==> src/rtl/sgtt_pkg.sv <==
`default_nettype none

package sgtt_pkg;

    // count limit after reset
    localparam logic [15:0] LIMIT_RESET = 16'd6000;

    // parse phase
    typedef enum logic [1:0] {
        PH_COUNT  = 2'd0,
        PH_STRIP  = 2'd1,
        PH_CORNER = 2'd2,
        PH_SKIP   = 2'd3
    } t_phase;

    // result kind codes
    typedef enum logic [1:0] {
        KIND_TRIANGLE = 2'd0,
        KIND_DONE     = 2'd1,
        KIND_RANGE    = 2'd2,
        KIND_TRUNC    = 2'd3
    } t_kind;

    typedef struct packed {
        logic [15:0] pos;
        logic [15:0] u;
        logic [15:0] v;
    } t_corner;

    typedef struct packed {
        t_kind       kind;
        t_corner     first;
        t_corner     second;
        t_corner     third;
        logic [15:0] max_position;
    } t_result;

endpackage

`default_nettype wire

==> src/rtl/sgtt_parser.sv <==
`default_nettype none

module sgtt_parser
    import sgtt_pkg::*;
(
    input  wire logic        i_clk,
    input  wire logic        i_rst_n,
    input  wire logic        i_cfg_write,
    input  wire logic [15:0] i_cfg_data,
    input  wire logic        i_accept,
    input  wire logic [15:0] i_data_word,
    input  wire logic        i_buffer_end,
    output t_result          o_result,
    output logic             o_result_valid
);

    // parse state
    t_phase      r_phase, n_phase;
    logic [15:0] r_groups_left, n_groups_left;
    logic [15:0] r_corners_left, n_corners_left;
    logic        r_reversed, n_reversed;
    logic [1:0]  r_wic, n_wic;
    logic [15:0] r_build_pos, n_build_pos;
    logic [15:0] r_build_u, n_build_u;
    t_corner     r_older, n_older;
    t_corner     r_newer, n_newer;
    logic [1:0]  r_seen, n_seen;
    logic        r_parity, n_parity;
    logic [15:0] r_largest, n_largest;
    logic [15:0] r_limit;

    // working values of the current beat
    logic [15:0] mag;
    t_corner     cur_corner;
    t_corner     tri_a;
    t_corner     tri_b;
    logic        tri_ok;
    logic [15:0] corners_dec;
    logic [15:0] groups_dec;
    t_phase      end_phase;

    function automatic t_phase fail_phase(t_kind k, logic be);
        fail_phase = (k == KIND_RANGE && !be) ? PH_SKIP : PH_COUNT;
    endfunction

    // next state and result for the accepted word
    always_comb begin
        n_phase        = r_phase;
        n_groups_left  = r_groups_left;
        n_corners_left = r_corners_left;
        n_reversed     = r_reversed;
        n_wic          = r_wic;
        n_build_pos    = r_build_pos;
        n_build_u      = r_build_u;
        n_older        = r_older;
        n_newer        = r_newer;
        n_seen         = r_seen;
        n_parity       = r_parity;
        n_largest      = r_largest;
        o_result       = '0;
        o_result_valid = 1'b0;

        mag         = i_data_word[15] ? 16'(16'd0 - i_data_word) : i_data_word;
        cur_corner  = '{pos: r_build_pos, u: r_build_u, v: i_data_word};
        tri_a       = (r_parity ^ r_reversed) ? r_newer : r_older;
        tri_b       = (r_parity ^ r_reversed) ? r_older : r_newer;
        tri_ok      = (tri_a.pos != tri_b.pos) && (tri_b.pos != cur_corner.pos)
                      && (tri_a.pos != cur_corner.pos);
        corners_dec = r_corners_left - 16'd1;
        groups_dec  = r_groups_left - 16'd1;
        end_phase   = r_phase;
        if (corners_dec == 16'd0) begin
            end_phase = (groups_dec == 16'd0) ? PH_COUNT : PH_STRIP;
        end

        if (i_accept) begin
            case (r_phase)
                PH_SKIP: begin
                    if (i_buffer_end) begin
                        n_phase = PH_COUNT;
                    end
                end

                PH_COUNT: begin
                    if (i_data_word == 16'd0 || i_data_word > r_limit) begin
                        n_wic          = 2'd0;
                        n_phase        = fail_phase(KIND_RANGE, i_buffer_end);
                        o_result_valid = 1'b1;
                        o_result.kind  = KIND_RANGE;
                    end else begin
                        n_groups_left = i_data_word;
                        n_largest     = 16'd0;
                        n_phase       = PH_STRIP;
                        if (i_buffer_end) begin
                            n_wic          = 2'd0;
                            n_phase        = PH_COUNT;
                            o_result_valid = 1'b1;
                            o_result.kind  = KIND_TRUNC;
                        end
                    end
                end

                PH_STRIP: begin
                    if (mag == 16'd0 || mag > r_limit) begin
                        n_wic          = 2'd0;
                        n_phase        = fail_phase(KIND_RANGE, i_buffer_end);
                        o_result_valid = 1'b1;
                        o_result.kind  = KIND_RANGE;
                    end else begin
                        n_corners_left = mag;
                        n_reversed     = i_data_word[15];
                        n_seen         = 2'd0;
                        n_parity       = 1'b0;
                        n_wic          = 2'd0;
                        n_phase        = PH_CORNER;
                        if (i_buffer_end) begin
                            n_phase        = PH_COUNT;
                            o_result_valid = 1'b1;
                            o_result.kind  = KIND_TRUNC;
                        end
                    end
                end

                default: begin
                    case (r_wic)
                        // position word
                        2'd0: begin
                            n_build_pos = i_data_word;
                            if (i_data_word > r_largest) begin
                                n_largest = i_data_word;
                            end
                            n_wic = 2'd1;
                            if (i_buffer_end) begin
                                n_wic          = 2'd0;
                                n_phase        = PH_COUNT;
                                o_result_valid = 1'b1;
                                o_result.kind  = KIND_TRUNC;
                            end
                        end

                        // u word, done is known here on the last corner
                        2'd1: begin
                            n_build_u = i_data_word;
                            n_wic     = 2'd2;
                            if (i_buffer_end) begin
                                n_wic          = 2'd0;
                                n_phase        = PH_COUNT;
                                o_result_valid = 1'b1;
                                o_result.kind  = KIND_TRUNC;
                            end else if (r_corners_left == 16'd1
                                         && r_groups_left == 16'd1) begin
                                o_result_valid        = 1'b1;
                                o_result.kind         = KIND_DONE;
                                o_result.max_position = r_largest;
                            end
                        end

                        // v word closes the corner
                        default: begin
                            n_wic = 2'd0;
                            if (r_seen == 2'd2) begin
                                n_parity = ~r_parity;
                            end else begin
                                n_seen = r_seen + 2'd1;
                            end
                            n_older        = r_newer;
                            n_newer        = cur_corner;
                            n_corners_left = corners_dec;
                            if (corners_dec == 16'd0) begin
                                n_groups_left = groups_dec;
                            end
                            n_phase = end_phase;
                            if (i_buffer_end && end_phase != PH_COUNT) begin
                                n_phase        = PH_COUNT;
                                o_result_valid = 1'b1;
                                o_result.kind  = KIND_TRUNC;
                            end else if (r_seen == 2'd2 && tri_ok) begin
                                o_result_valid = 1'b1;
                                o_result.kind  = KIND_TRIANGLE;
                                o_result.first  = tri_a;
                                o_result.second = tri_b;
                                o_result.third  = cur_corner;
                            end
                        end
                    endcase
                end
            endcase
        end
    end

    // state registers
    always_ff @(posedge i_clk) begin
        if (!i_rst_n) begin
            r_phase        <= PH_COUNT;
            r_groups_left  <= '0;
            r_corners_left <= '0;
            r_reversed     <= 1'b0;
            r_wic          <= '0;
            r_seen         <= '0;
            r_parity       <= 1'b0;
            r_largest      <= '0;
        end else begin
            r_phase        <= n_phase;
            r_groups_left  <= n_groups_left;
            r_corners_left <= n_corners_left;
            r_reversed     <= n_reversed;
            r_wic          <= n_wic;
            r_seen         <= n_seen;
            r_parity       <= n_parity;
            r_largest      <= n_largest;
        end
    end

    // corner storage
    always_ff @(posedge i_clk) begin
        r_build_pos <= n_build_pos;
        r_build_u   <= n_build_u;
        r_older     <= n_older;
        r_newer     <= n_newer;
    end

    // count limit register
    always_ff @(posedge i_clk) begin
        if (!i_rst_n) begin
            r_limit <= LIMIT_RESET;
        end else if (i_cfg_write) begin
            r_limit <= i_cfg_data;
        end
    end

`ifndef SYNTH
    a_wic_range: assert property (@(posedge i_clk) disable iff (!i_rst_n)
        r_wic != 2'd3)
        else $error("word-in-corner counter out of range");

    a_seen_range: assert property (@(posedge i_clk) disable iff (!i_rst_n)
        r_seen != 2'd3)
        else $error("corner count out of range");

    a_skip_idle: assert property (@(posedge i_clk) disable iff (!i_rst_n)
        r_phase == PH_SKIP |-> r_wic == 2'd0)
        else $error("skipping with a partial corner");
`endif

endmodule

`default_nettype wire

==> src/rtl/sgtt_skid.sv <==
`default_nettype none

module sgtt_skid
    import sgtt_pkg::*;
(
    input  wire logic    i_clk,
    input  wire logic    i_rst_n,
    input  wire logic    i_push,
    input  wire t_result i_data,
    output logic         o_space,
    output logic         o_valid,
    input  wire logic    i_ready,
    output t_result      o_data
);

    logic    r_out_valid;
    logic    r_skid_valid;
    t_result r_out;
    t_result r_skid;
    logic    pop;

    assign pop     = r_out_valid && i_ready;
    assign o_space = !r_skid_valid;
    assign o_valid = r_out_valid;
    assign o_data  = r_out;

    // valid flags
    always_ff @(posedge i_clk) begin
        if (!i_rst_n) begin
            r_out_valid  <= 1'b0;
            r_skid_valid <= 1'b0;
        end else if (pop) begin
            r_out_valid  <= r_skid_valid || i_push;
            r_skid_valid <= r_skid_valid && i_push;
        end else if (i_push) begin
            r_out_valid  <= 1'b1;
            r_skid_valid <= r_out_valid;
        end
    end

    // payload: output register and skid stage
    always_ff @(posedge i_clk) begin
        if (pop) begin
            if (r_skid_valid) begin
                r_out <= r_skid;
                if (i_push) begin
                    r_skid <= i_data;
                end
            end else if (i_push) begin
                r_out <= i_data;
            end
        end else if (i_push) begin
            if (!r_out_valid) begin
                r_out <= i_data;
            end else begin
                r_skid <= i_data;
            end
        end
    end

`ifndef SYNTH
    a_skid_order: assert property (@(posedge i_clk) disable iff (!i_rst_n)
        r_skid_valid |-> r_out_valid)
        else $error("skid stage full while output register empty");

    a_no_overflow: assert property (@(posedge i_clk) disable iff (!i_rst_n)
        r_skid_valid |-> !i_push)
        else $error("beat pushed into a full skid stage");

    a_drain: assert property (@(posedge i_clk) disable iff (!i_rst_n)
        (pop && r_skid_valid && !i_push) |=> (r_out_valid && !r_skid_valid))
        else $error("skid stage did not drain");
`endif

endmodule

`default_nettype wire

==> src/rtl/strip_group_to_triangles_unit.sv <==
// A result is registered (output register or skid stage) before o_out_valid offers it.
// One word per cycle unless stalled; each word passes the parser once into a result register.
// A skid stage takes one more result while the output is stalled; input stalls once both are full.
// Reset (synchronous, active low) returns the parser to expecting a group count,
// clears the output queue and sets the count limit to 6000.
`default_nettype none

module strip_group_to_triangles_unit
    import sgtt_pkg::*;
(
    input  wire logic        i_clk,
    input  wire logic        i_rst_n,
    input  wire logic        i_cfg_valid,
    output logic             o_cfg_ready,
    input  wire logic [15:0] i_cfg_data,
    input  wire logic        i_in_valid,
    output logic             o_in_ready,
    input  wire logic [15:0] i_data_word,
    input  wire logic        i_buffer_end,
    output logic             o_out_valid,
    input  wire logic        i_out_ready,
    output logic [1:0]       o_result_kind,
    output logic [15:0]      o_first_position,
    output logic [15:0]      o_first_u,
    output logic [15:0]      o_first_v,
    output logic [15:0]      o_second_position,
    output logic [15:0]      o_second_u,
    output logic [15:0]      o_second_v,
    output logic [15:0]      o_third_position,
    output logic [15:0]      o_third_u,
    output logic [15:0]      o_third_v,
    output logic [15:0]      o_max_position
);

    logic    accept;
    logic    space;
    t_result res;
    logic    res_valid;
    t_result out_data;

    assign o_cfg_ready = 1'b1;
    assign o_in_ready  = space;
    assign accept      = i_in_valid && space;

    // word parser
    sgtt_parser u_parser (
        .i_clk          (i_clk),
        .i_rst_n        (i_rst_n),
        .i_cfg_write    (i_cfg_valid),
        .i_cfg_data     (i_cfg_data),
        .i_accept       (accept),
        .i_data_word    (i_data_word),
        .i_buffer_end   (i_buffer_end),
        .o_result       (res),
        .o_result_valid (res_valid)
    );

    // result register with skid stage
    sgtt_skid u_skid (
        .i_clk   (i_clk),
        .i_rst_n (i_rst_n),
        .i_push  (res_valid),
        .i_data  (res),
        .o_space (space),
        .o_valid (o_out_valid),
        .i_ready (i_out_ready),
        .o_data  (out_data)
    );

    // result fields
    assign o_result_kind     = out_data.kind;
    assign o_first_position  = out_data.first.pos;
    assign o_first_u         = out_data.first.u;
    assign o_first_v         = out_data.first.v;
    assign o_second_position = out_data.second.pos;
    assign o_second_u        = out_data.second.u;
    assign o_second_v        = out_data.second.v;
    assign o_third_position  = out_data.third.pos;
    assign o_third_u         = out_data.third.u;
    assign o_third_v         = out_data.third.v;
    assign o_max_position    = out_data.max_position;

endmodule

`default_nettype wire

==> config.mk <==
export PLATFORM = sky130hd
export DESIGN_NAME = strip_group_to_triangles_unit
export DESIGN_NICKNAME = d
export VERILOG_FILES = /design/src/rtl/sgtt_pkg.sv /design/src/rtl/sgtt_parser.sv /design/src/rtl/sgtt_skid.sv /design/src/rtl/strip_group_to_triangles_unit.sv
export SDC_FILE = /design/constraint.sdc
export NUM_CORES = 1
export LEC_CHECK = 0
export BUFFER_PORTS_ARGS = -buffer_cell sky130_fd_sc_hd__buf_4
export CELL_PAD_IN_SITES_DETAIL_PLACEMENT = 0
export CELL_PAD_IN_SITES_GLOBAL_PLACEMENT = 2
export CORE_MARGIN = 1.5
export CORE_UTILIZATION = 41
export DETAILED_ROUTE_END_ITERATION = 12
export GPL_TIMING_DRIVEN = 0
export PLACE_DENSITY_LB_ADDON = 0.3
export REMOVE_ABC_BUFFERS = 1
export SLEW_MARGIN = 20
export SYNTH_ARGS = -nofsm -noshare
export SYNTH_HDL_FRONTEND = slang
export SYNTH_SLANG_ARGS = --single-unit
==> constraint.sdc <==
create_clock -name i_clk -period 45.1 [get_ports i_clk]
set_input_delay 9.02 -clock i_clk [delete_from_list [all_inputs] [get_ports i_clk]]
set_output_delay 9.02 -clock i_clk [all_outputs]
set_load 0.03 [all_outputs]
==> metrics.yaml <==
area_growth_syn_to_layout_pct: 19.5
cpMostUsedCell: "buf_2"
grt_overflow: 0
totalWireLength_um: 63800
clk_pin_slew_ns: 0.06
drcViolationCount: 0
cts_made_buffers: 56
final_cell_mix: "452 x edfxtp_1, 207 x buf_4, 185 x nor2_1, 183 x nand2_1, 151 x o21ai_0"
gp_congestion: 0.895
crit_family: "buffers and inverters"
tritoncts: "yes"
design_area_um2: 28900
p_seq_share_pct: 47.4
synthXorXnorAreaFrac_pct: 2.25
cts_buffer_depth: 3
crit_arrival_ns: 15.89
clk_latency_ns: 0.61
async_flop_share_pct: 0
synth_seq_cells: 526
p_leak_nw: 11.1
layout_commonest_cell: "edfxtp_1"
synth_ff_type: "edfxtp_1"
final_antenna_net_count: 0
yosys-top-cells-area: "edfxtp_1 56%, dfxtp_1 6.1%, mux2i_1 3.8%, o21ai_0 3.1%, ha_1 3.1%"
worstPathMaxFanout: 10
fillCellCount: 5173
yosys_warnings: 0
outcome: "complete, no violations"
cpPeakStageDelay_ns: 0.67
die_y_um: 246
worst_pin_slew_ns: 1.08
rows: 88
muxShareOfSynthArea_pct: 3.91
switching_share_pct: 27.0
drive_above_1_share_pct: 17.5
setup.worst_path.end_class: "flip-flop"
grt_setup_unrepaired: "false"
drv_slew: 0
via_per_inst: 5.46
power_density_nw_per_um2: 41.3
dieWidth_um: 246
coreArea_um2: 57900
intPower_mw: 0.870
wl_per_cell_um: 21.1
fin_skew_ns: 0.0209
synth_adder_area_share_pct: 3.06
setup_viol: 0
postCtsSetupBuffers: 0
synth_edf_count: 452
drt-initial-drc-count: 1215
htreeDepth: 2
p_switching_mw: 0.322
netlist.area_leader.share_pct: 56.2
period_share_pct: 34.6
syn_area_um2: 24200
io_pins: 203
fin_ws_ns: 29.51
avgSynthCellArea_um2: 11.9
ir_drop_mv: 0.0291
synth_top_cell_by_area: "edfxtp_1"
start_kind: "primary input"
crit_required_ns: 45.40
cts-resized-gates: 0
clkPwrFrac_pct: 37.5
seq_area_frac_synth_pct: 62.3
syn_inst: 2023
die_area_um2: 60400
grt_start_max_net_pins: 83
grt_pass1_wl_um: 97100
p_comb_share_pct: 15.1
floorplan.initialDensity_pct: 41.7
post-place-ws_ns: 28.88
synth-simple-area-share_pct: 11.6
crit_buf_inv: 12
grt_usage_pct: 21.0
postPlaceCellArea_um2: 27100
dpl.hpwl_um: 43500
period_needed_ns: 15.59
synthDistinctLibCells: 77
max-slew-margin-rel_pct: 28.0
port_buffers: 201
hold_buffers: 0
synth_top_family_by_area: "compound AO/OA/AOI/OAI gates"
finalNetCount: 2315
dr.pass1.iters: 5
hold_viol: 0
root_buffer: "clkbuf_16"
antenna_found_initial: 3
hold_class: "flip-flop to flip-flop"
grt_pass1_vias: 16100
vias: 16500
slowest_stage: "a2111oi_2"
synth_compound_area_share_pct: 13.0
cts_sinks: 526
fmax_ghz: 0.0642
critPathKind: "primary input to flip-flop"
cap_violations: 0
-- layer usage --
layer	global-route usage [%]	wire length, um	share of wire [%]
met2	34.7	30500	48
met1	28.9	28700	45
met4	5.67	1460	2.3
met3	3.26	3240	5.1
met5	0	0	0
-- synthesized netlist by cell type, types with 6 or more instances --
master	instances
buf_2	8
xnor2_1	24
o22ai_1	9
nand2_1	183
inv_1	77
nor3_1	32
and3_1	10
a22oi_1	7
nand2b_1	7
nand3_1	24
or3_1	7
o21ai_0	151
clkbuf_1	107
ha_1	59
nor2_1	187
nor4_1	33
o31ai_1	19
o21ai_2	11
dfxtp_1	74
o21a_1	11
a22o_1	56
and2_1	39
buf_1	6
o41ai_1	7
nand4_1	19
edfxtp_1	452
xor2_1	38
buf_6	14
o211ai_1	24
a221oi_1	11
or4_1	7
nor2b_1	22
a21o_1	26
a31oi_1	15
a21oi_1	75
mux2i_1	92
-- stage by stage --
step	TNS, ns	total power, mW	util [%]	cells	hold WS, ns
global placement	-1771.64	0.761	44.9	2852	0.442
CTS	0	1.20	49.8	3029	0.463
finish	0	1.19	49.8	3030	0.456
floorplan	0	0.689	-	1886	0.431
global route	0	1.24	49.8	3029	0.487
detailed placement	0	0.756	46.8	2925	0.458
-- layout make-up --
cell class	count	area, um2	area share, %
flip-flops and latches	526	15100	52.2
multi-input cells	1283	8290	28.7
repair buffers	274	2490	8.63
clock buffers	71	1510	5.23
well taps	765	957	3.32
inverters	77	294	1.02
clock inverters	33	265	0.919
diodes	1	2.50	0.00867
-- state kept, by name (all words and copies together) (netlist names), 16 cells and up --
| signal | flops |
|---|---|
| u_skid.r_skid | 162 |
| u_parser.r_build_u | 16 |
| u_parser.r_largest | 16 |
| u_parser.r_newer | 48 |
| u_parser.r_corners_left | 16 |
| u_parser.r_build_pos | 16 |
| u_parser.r_limit | 16 |
| u_parser.r_groups_left | 16 |
| u_skid.o_data | 162 |
| u_parser.r_older | 48 |
-- power by group through the flow --
stage	clock, mW	sequential (mW)	combinational [mW]
2_1_floorplan	0	0.620	0.0688
3_3_place_gp	0	0.596	0.165
3_5_place_dp	0	0.575	0.181
4_1_cts	0.458	0.565	0.181
5_1_grt	0.479	0.567	0.194
6_report	0.447	0.565	0.180
-- cells by family after synthesis --
logic type               after synthesis
XOR/XNOR                              62
AO/OA/AOI/OAI                        471
adder cells (fa/ha/maj)               59
flip-flops                           526
buffers and inverters                214
other                                  1
multiplexers                          94
AND/OR/NAND/NOR                      596
-- final timing paths --
kind                              start                   end  slack (ns)  cells after the start
max                      i_data_word[0]    u_skid.r_skid[133]       29.51                     26
min              u_parser.r_build_u[15]  u_parser.r_newer[31]        0.46                      0
max reg2reg  u_parser.r_corners_left[0]    u_skid.r_skid[133]       38.61                     20
min reg2reg      u_parser.r_build_u[15]  u_parser.r_newer[31]        0.46                      0
Note: power is estimated with default switching activity, not from simulation.
